$ cat src/pip_pkg.sv
// ----------------------------------------------------------------------------
// pip_pkg
// Types and constants shared by the point-in-polygon controller and datapath.
// ----------------------------------------------------------------------------
`default_nettype none

package pip_pkg;

  localparam int unsigned MAX_VERTICES = 64;
  localparam int unsigned COORD_WIDTH  = 16;
  localparam int unsigned IDX_W        = $clog2(MAX_VERTICES);
  localparam int unsigned CNT_W        = 7;
  localparam int unsigned DIFF_W       = COORD_WIDTH + 1;
  localparam int unsigned PROD_W       = 2 * DIFF_W;

  // Request codes
  localparam logic REQ_WRITE = 1'b0;
  localparam logic REQ_TEST  = 1'b1;

  // Commands from the controller to the datapath
  typedef struct packed {
    logic             wr_en;     // store the accepted vertex
    logic             start;     // latch test point, clear crossing parity
    logic             rd_en;     // read one vertex
    logic [IDX_W-1:0] rd_addr;
    logic             load_j;    // the read vertex becomes the previous one
    logic             edge_en;   // the read vertex closes an edge
    logic             load_out;  // load the result register
    logic             out_test;  // result answers a test item
  } pip_cmd_t;

  // Status from the datapath to the controller
  typedef struct packed {
    logic out_busy;              // result register cannot take a new item
    logic parity;                // current crossing parity
  } pip_status_t;

endpackage

`default_nettype wire

$ cat src/pip_dpath.sv
// ----------------------------------------------------------------------------
// pip_dpath
// Vertex store, edge crossing pipeline, parity and result register.
// ----------------------------------------------------------------------------
`default_nettype none

module pip_dpath (
  input  logic                                  clk_i,
  input  logic                                  rst_ni,
  input  pip_pkg::pip_cmd_t                     cmd_i,
  output pip_pkg::pip_status_t                  status_o,
  input  logic [pip_pkg::IDX_W-1:0]             vertex_index_i,
  input  logic signed [pip_pkg::COORD_WIDTH-1:0] x_coord_i,
  input  logic signed [pip_pkg::COORD_WIDTH-1:0] y_coord_i,
  output logic                                  out_valid_o,
  input  logic                                  out_ready_i,
  output logic                                  was_test_o,
  output logic                                  inside_res_o
);
  import pip_pkg::*;

  logic signed [COORD_WIDTH-1:0] mem_x [MAX_VERTICES];
  logic signed [COORD_WIDTH-1:0] mem_y [MAX_VERTICES];

  logic signed [COORD_WIDTH-1:0] px_q, py_q;
  logic signed [COORD_WIDTH-1:0] xi_q, yi_q, xj_q, yj_q;
  logic                          ld1_q, e1_q;
  logic signed [DIFF_W-1:0]      dx_d, dy_d, ex_d, ey_d;
  logic signed [DIFF_W-1:0]      dx_q, dy_q, ex_q, ey_q;
  logic                          v2_q, cross2_q, up2_q;
  logic signed [PROD_W-1:0]      p1_q, p2_q;
  logic                          v3_q, cross3_q, up3_q;
  logic                          hit;
  logic                          inside_q;
  logic                          out_valid_q, out_test_q, out_inside_q;

  // Store a vertex; read one vertex with registered data
  always_ff @(posedge clk_i) begin
    if (cmd_i.wr_en) begin
      mem_x[vertex_index_i] <= x_coord_i;
      mem_y[vertex_index_i] <= y_coord_i;
    end
    if (cmd_i.rd_en) begin
      xi_q <= mem_x[cmd_i.rd_addr];
      yi_q <= mem_y[cmd_i.rd_addr];
    end
  end

  // Latch the test point
  always_ff @(posedge clk_i) begin
    if (cmd_i.start) begin
      px_q <= x_coord_i;
      py_q <= y_coord_i;
    end
  end

  // Shift the read vertex into the previous-vertex register
  always_ff @(posedge clk_i) begin
    if (ld1_q || e1_q) begin
      xj_q <= xi_q;
      yj_q <= yi_q;
    end
  end

  // Edge differences
  assign dx_d = DIFF_W'(px_q) - DIFF_W'(xi_q);
  assign dy_d = DIFF_W'(yj_q) - DIFF_W'(yi_q);
  assign ex_d = DIFF_W'(xj_q) - DIFF_W'(xi_q);
  assign ey_d = DIFF_W'(py_q) - DIFF_W'(yi_q);

  always_ff @(posedge clk_i) begin
    dx_q     <= dx_d;
    dy_q     <= dy_d;
    ex_q     <= ex_d;
    ey_q     <= ey_d;
    cross2_q <= (yi_q > py_q) != (yj_q > py_q);
    up2_q    <= (yj_q > yi_q);
    p1_q     <= dx_q * dy_q;
    p2_q     <= ex_q * ey_q;
    cross3_q <= cross2_q;
    up3_q    <= up2_q;
  end

  // Track which stages hold a live edge
  always_ff @(posedge clk_i or negedge rst_ni) begin
    if (!rst_ni) begin
      ld1_q <= 1'b0;
      e1_q  <= 1'b0;
      v2_q  <= 1'b0;
      v3_q  <= 1'b0;
    end else begin
      ld1_q <= cmd_i.rd_en && cmd_i.load_j;
      e1_q  <= cmd_i.rd_en && cmd_i.edge_en;
      v2_q  <= e1_q;
      v3_q  <= v2_q;
    end
  end

  // Compare the cross products, order flipped for a downward edge
  assign hit = up3_q ? (p1_q < p2_q) : (p1_q > p2_q);

  // Toggle the parity at each crossing
  always_ff @(posedge clk_i or negedge rst_ni) begin
    if (!rst_ni) begin
      inside_q <= 1'b0;
    end else if (cmd_i.start) begin
      inside_q <= 1'b0;
    end else if (v3_q && cross3_q && hit) begin
      inside_q <= !inside_q;
    end
  end

  // Hold the result until it is taken
  always_ff @(posedge clk_i or negedge rst_ni) begin
    if (!rst_ni) begin
      out_valid_q <= 1'b0;
    end else if (cmd_i.load_out) begin
      out_valid_q <= 1'b1;
    end else if (out_ready_i) begin
      out_valid_q <= 1'b0;
    end
  end

  always_ff @(posedge clk_i) begin
    if (cmd_i.load_out) begin
      out_test_q   <= cmd_i.out_test;
      out_inside_q <= cmd_i.out_test && inside_q;
    end
  end

  assign out_valid_o       = out_valid_q;
  assign was_test_o        = out_test_q;
  assign inside_res_o      = out_inside_q;
  assign status_o.out_busy = out_valid_q && !out_ready_i;
  assign status_o.parity   = inside_q;

endmodule

`default_nettype wire

$ cat config.mk
export PLATFORM = sky130hd
export DESIGN_NAME = pip_dpath
export DESIGN_NICKNAME = d
export VERILOG_FILES = /design/src/pip_pkg.sv /design/src/pip_dpath.sv
export SDC_FILE = /design/constraint.sdc
export NUM_CORES = 2
export LEC_CHECK = 0
export BUFFER_PORTS_ARGS = -buffer_cell sky130_fd_sc_hd__buf_4
export CORE_UTILIZATION = 30
export DETAILED_ROUTE_END_ITERATION = 6
export HOLD_SLACK_MARGIN = 0.15
export PLACE_DENSITY = 0.52
export SYNTH_ARGS = -nofsm -noshare
export SYNTH_HDL_FRONTEND = slang
export SYNTH_SLANG_ARGS = --single-unit
$ cat constraint.sdc
create_clock -name clk_i -period 6.1 [get_ports clk_i]
set_input_delay 1.83 -clock clk_i [delete_from_list [all_inputs] [get_ports clk_i]]
set_output_delay 1.83 -clock clk_i [all_outputs]
set_load 0.1 [all_outputs]
# Yosys cells after proc, flatten, opt, wreduce, memory -nomap -nowiden
# Memory sizes are Yosys's and may differ from the RTL's. A register that Yosys moved wholly into a read port is not among the register bits.
# Index checks and enable logic that the tools add are counted.
# word_totals
regBits	212
ram_bits	2048
inputBits	54
output_inout_bits	5
word_cells	54
memories	2
# op_classes
add_sub_neg	4
mul	2
magnitude_cmp	5
n_eq_ne	1
muxes	7
n_reduce_logical	11
# memory_table
memory	depth	width	rd	rd_clocked_by_memory_dff	wr	line	source
mem_x	64	16	1	1	1	pip_dpath.sv:22	logic signed [COORD_WIDTH-1:0] mem_x [MAX_VERTICES];
mem_y	64	16	1	1	1	pip_dpath.sv:23	logic signed [COORD_WIDTH-1:0] mem_y [MAX_VERTICES];
# ops
cell	n
17-bit by 17-bit multiplier with 34-bit output	2
16-bit by 16-bit subtractor with 17-bit output	4
16-bit greater-than comparator	3
34-bit greater-than comparator	1
34-bit less-than comparator	1
1-bit two-way mux	7
1-bit logical AND	6
2-bit nonzero test	2
1-bit zero test	2
1-bit logical OR	1
1-bit inequality test	1

# Longest topological paths before layout
# depth
ltp_word	5
mapped_depth	24
depth_no_buf	23

# Worst setup path before layout
# Ideal clock, no wire load.
# synth_path
path_type	flip-flop to flip-flop
start	reg dx_q[16]
end	reg p1_q[32]
setup_ns	0.072
arrival_ns	6.284
t_required_ns	6.028
setup_slack_ns	-0.257
stages_incl_launch_ff	22
path_buffers	1
period_less_slack_ns	6.357
path_cell_list	dfxtp_1 > clkbuf_1 > nand2_1 > inv_1 > fa_1 > fa_1 > fa_1 > fa_1 > fa_1 > inv_1 > fa_1 > inv_1 > ha_1 > a21o_1 > a21o_1 > a21oi_1 > nand3b_1 > a211oi_2 > nor3_1 > or4_1 > a21oi_2 > xnor2_1
# synth_via
elab_chain_len	1
# synth_lines
element	line	source
start, declared	pip_dpath.sv:29	logic signed [DIFF_W-1:0] dx_q, dy_q, ex_q, ey_q;
start signal, assigned	pip_dpath.sv:72	dx_q <= dx_d;
17-bit by 17-bit multiplier with 34-bit output	pip_dpath.sv:78	p1_q <= dx_q * dy_q;
end signal, assigned	pip_dpath.sv:78	
end, declared	pip_dpath.sv:31	logic signed [PROD_W-1:0] p1_q, p2_q;
# Every way passes these cells.
# A chain may end at the register's enable or synchronous reset.

# Final worst setup path
# Same ends and word-level chain as after synthesis.

==> results.sh <==
export IMPL_outcome="finished with violations"
export IMPL_violations="antenna rules"
export IMPL_root_buffer="clkbuf_16"
export IMPL_clk_insertion_delay_late_ps=900
export IMPL_first_global_vias=59860
export IMPL_wl_per_cell_um=24.30
export IMPL_cts_sinks=2292
export IMPL_slew_headroom=0.2396
export IMPL_hold_class="flip-flop to flip-flop"
export IMPL_synth_simple_area_share=0.04245
export IMPL_clockBufferDepth=4
export IMPL_cts_tree="yes"
export IMPL_yosysTopAreaCellShare=0.5898
export IMPL_syn_avg_cell_area_um2=17.78
export IMPL_detail_route_antenna_nets=1
export IMPL_post_place_ws_ps=-226.8
export IMPL_area_growth_pct=16.37
export IMPL_synth_fa_ha_area_frac=0.1420
export IMPL_worst_slew_pin_slew_ps=1141
export IMPL_startpoint_type="flip-flop"
export IMPL_synth_area_leaders="edfxtp_1, mux4_2, fa_1"
export IMPL_setup_viol_count_final=0
export IMPL_ys_types=67
export IMPL_routabilityCongestion=0.8077
export IMPL_cp_arrival_ps=6760
export IMPL_cts_buffers=230
export IMPL_grt_start_max_net_pins=67
export IMPL_top_level_ports=59
export IMPL_vias_per_cell=4.803
export IMPL_synth_seq_cells=2292
export IMPL_finalCritPeriodShare=0.9899
export IMPL_critPathKind="flip-flop to flip-flop"
export IMPL_place_hpwl_um=182400
export IMPL_setup_slack_ps=61.79
export IMPL_syn_inst=6144
export IMPL_synth_mux_area_frac=0.1387
export IMPL_synth_top_family_by_area="adder cells"
export IMPL_drtIter0Drc=4571
export IMPL_grt_pass1_wl_um=414100
export IMPL_io_buffers=58
export IMPL_htree_num_levels=4
export IMPL_synth_top_area_cell="edfxtp_1"
export IMPL_synth_xor_area_frac=0.009379
export IMPL_finalHoldViolations=0
export IMPL_clkTransAtPathRegs_ps=60
export IMPL_multi_input_area_um2=39240
export IMPL_fin_nets=7577
export IMPL_coreArea_um2=362500
export IMPL_floorplan_initialDensity=0.3014
export IMPL_antenna_found_initial=21
export IMPL_ys_warn_count=0
export IMPL_grt_overflow_total=0
export IMPL_min_period_ps=6038
export IMPL_die_height_um=605.5
export IMPL_fmax_ghz=0.1656
export IMPL_crit_fanout=7
export IMPL_syn_num_nets=7080
export IMPL_die_w_um=605.5
export IMPL_critPathCaptureType="flip-flop"
export IMPL_syn_area_um2=109300
export IMPL_firstDrtPassIters=5
export IMPL_slew_violations=0
export IMPL_worstPathRequired_ps=6820
export IMPL_routed_via_count=55840
export IMPL_final_layout_size_suffix_gt1_frac=0.2514
export IMPL_skew_ps=110.8
export IMPL_ff_latch_area_um2=67520
export IMPL_rsz0062_at_grt="yes"
export IMPL_cts_hold_buf=0
export IMPL_gr_usage_all_layers=0.1541
export IMPL_wl_um=282500
export IMPL_yosysSeqAreaShare=0.6169
export IMPL_die_area_um2=366600
export IMPL_hold_slack_ps=378.6
export IMPL_fill_cells=34010
export IMPL_drc=0
export IMPL_post_route_util=0.3507
export IMPL_synth_async_reset_ratio=0.002618
export IMPL_synth_compound_area_share=0.01766
export IMPL_setup_tns_final_ps=0
export IMPL_synth_edf_count=2146
export IMPL_drv_cap=0
export IMPL_rows=221
export IMPL_ys_flop_type="edfxtp_1"
placed cells by master (no fill, tap or decap), drive strengths merged, types with 17 or more instances in the layout:
| master | n |
|---|---|
| a21o | 52 |
| a21oi | 95 |
| and2 | 284 |
| buf | 495 |
| clkbuf | 295 |
| clkinv | 90 |
| dfxtp | 140 |
| edfxtp | 2146 |
| fa | 596 |
| ha | 286 |
| inv | 710 |
| mux4 | 667 |
| nand2 | 316 |
| nand2b | 20 |
| nand3 | 31 |
| nand4 | 17 |
| nor2 | 160 |
| nor2b | 30 |
| nor3 | 28 |
| o21a | 20 |
| o21ai | 49 |
| xnor2 | 95 |
| xor2 | 22 |
kinds of logic after synthesis:
group | after synthesis
DFF | 2292
buffers and inverters | 940
and+or+nand+nor | 938
adders and majority gates | 882
muxes | 680
AOI/OAI and AO/OA | 295
xor gates and xnor gates | 117
through the flow:
step                      cells  instance area, um2
final                     11630              127100
after global routing      11610              127100
after CTS                 11590              126200
after detailed placement  11170              119000
after global placement    11170              119000
after floorplan            6144              109300
critical path, cell delays in order, from the launching register on:
cell and delay [ps]:
dfxtp_4 410, buf_4 130, nand2_2 60, fa_1 500
inv_1 70, fa_2 630, buf_4 200, fa_1 450
fa_1 570, fa_1 430, fa_1 470, ha_1 300
a21o_1 160, a21oi_1 140, buf_4 140, nand3b_1 90
a211oi_2 300, nor3_1 80, or4_1 510, a21oi_2 150
xnor2_1 120
area by class of cell:
class	instances	share of cell area
repair buffers	499	0.03630
inverters	706	0.02087
well taps	4794	0.04718
diodes	13	0.0002559
clock buffers	291	0.04789
flip-flops and latches	2292	0.5311
multi-input cells	2912	0.3086
clock inverters	118	0.007774
final timing paths:
kind / end / slack (ps) / from / cells after the start
worst min register to register: v3_q$_DFF_PN0_ / 380 / v2_q$_DFF_PN0_ / 0
worst max-delay path: p1_q[32]$_DFF_P_ / 60 / dx_q[16]$_DFF_P_ / 20
max in group asynchronous: out_valid_o$_DFFE_PN0P_ / 5150 / rst_ni / 1
worst min-delay path: v3_q$_DFF_PN0_ / 380 / v2_q$_DFF_PN0_ / 0
worst max register to register: p1_q[32]$_DFF_P_ / 60 / dx_q[16]$_DFF_P_ / 20
min in group asynchronous: e1_q$_DFF_PN0_ / 820 / rst_ni / 1
sequential cells by signal, indices dropped and copies added, names as in the netlist, 16 cells and up:
signal and cells:
mem_x 1024, mem_y 1024, p1_q 34, p2_q 34, dx_q 17, dy_q 17, ex_q 17, ey_q 17
px_q 16, py_q 16, xi_q 16, xj_q 16, yi_q 16, yj_q 16
Yosys cell counts, types with 14 or more instances:
cell and count:
nor2b_1 30, inv_1 706, mux4_2 667, o21ai_0 38, xnor2_1 95, a21o_1 52
buf_2 53, ha_1 286, edfxtp_1 2146, dfxtp_1 140, xor2_1 22, nand2_1 316
nand3_1 31, and2_1 284, nor3_1 28, o21a_1 20, buf_1 25, clkbuf_1 155
nand2b_1 20, fa_1 596, and3_1 14, a21oi_1 94, nand4_1 17, nor2_1 160
what timing repair did:
| action | CTS | global route |
|---|---|---|
| cloned | 0 | 3 |
| resized for setup | 50 | 182 |
| setup endpoints to repair | 11 | 18 |
| pin swaps | 8 | 93 |
| buffers inserted | 4 | 25 |
routing by layer:
metal,track usage,wire [um],vias to the layer above,share of wire
met1,0.2059,121300,30420,0.43
met3,0.02049,12650,329,0.045
met2,0.2690,142800,1224,0.51
met5,0,0,-,0
li1,-,-,23860,-
met4,0.02891,5750,0,0.020
Power is left out: the tool's default activity adds up to more than one toggle a clock period on the data nets, which glitch-free logic cannot reach.
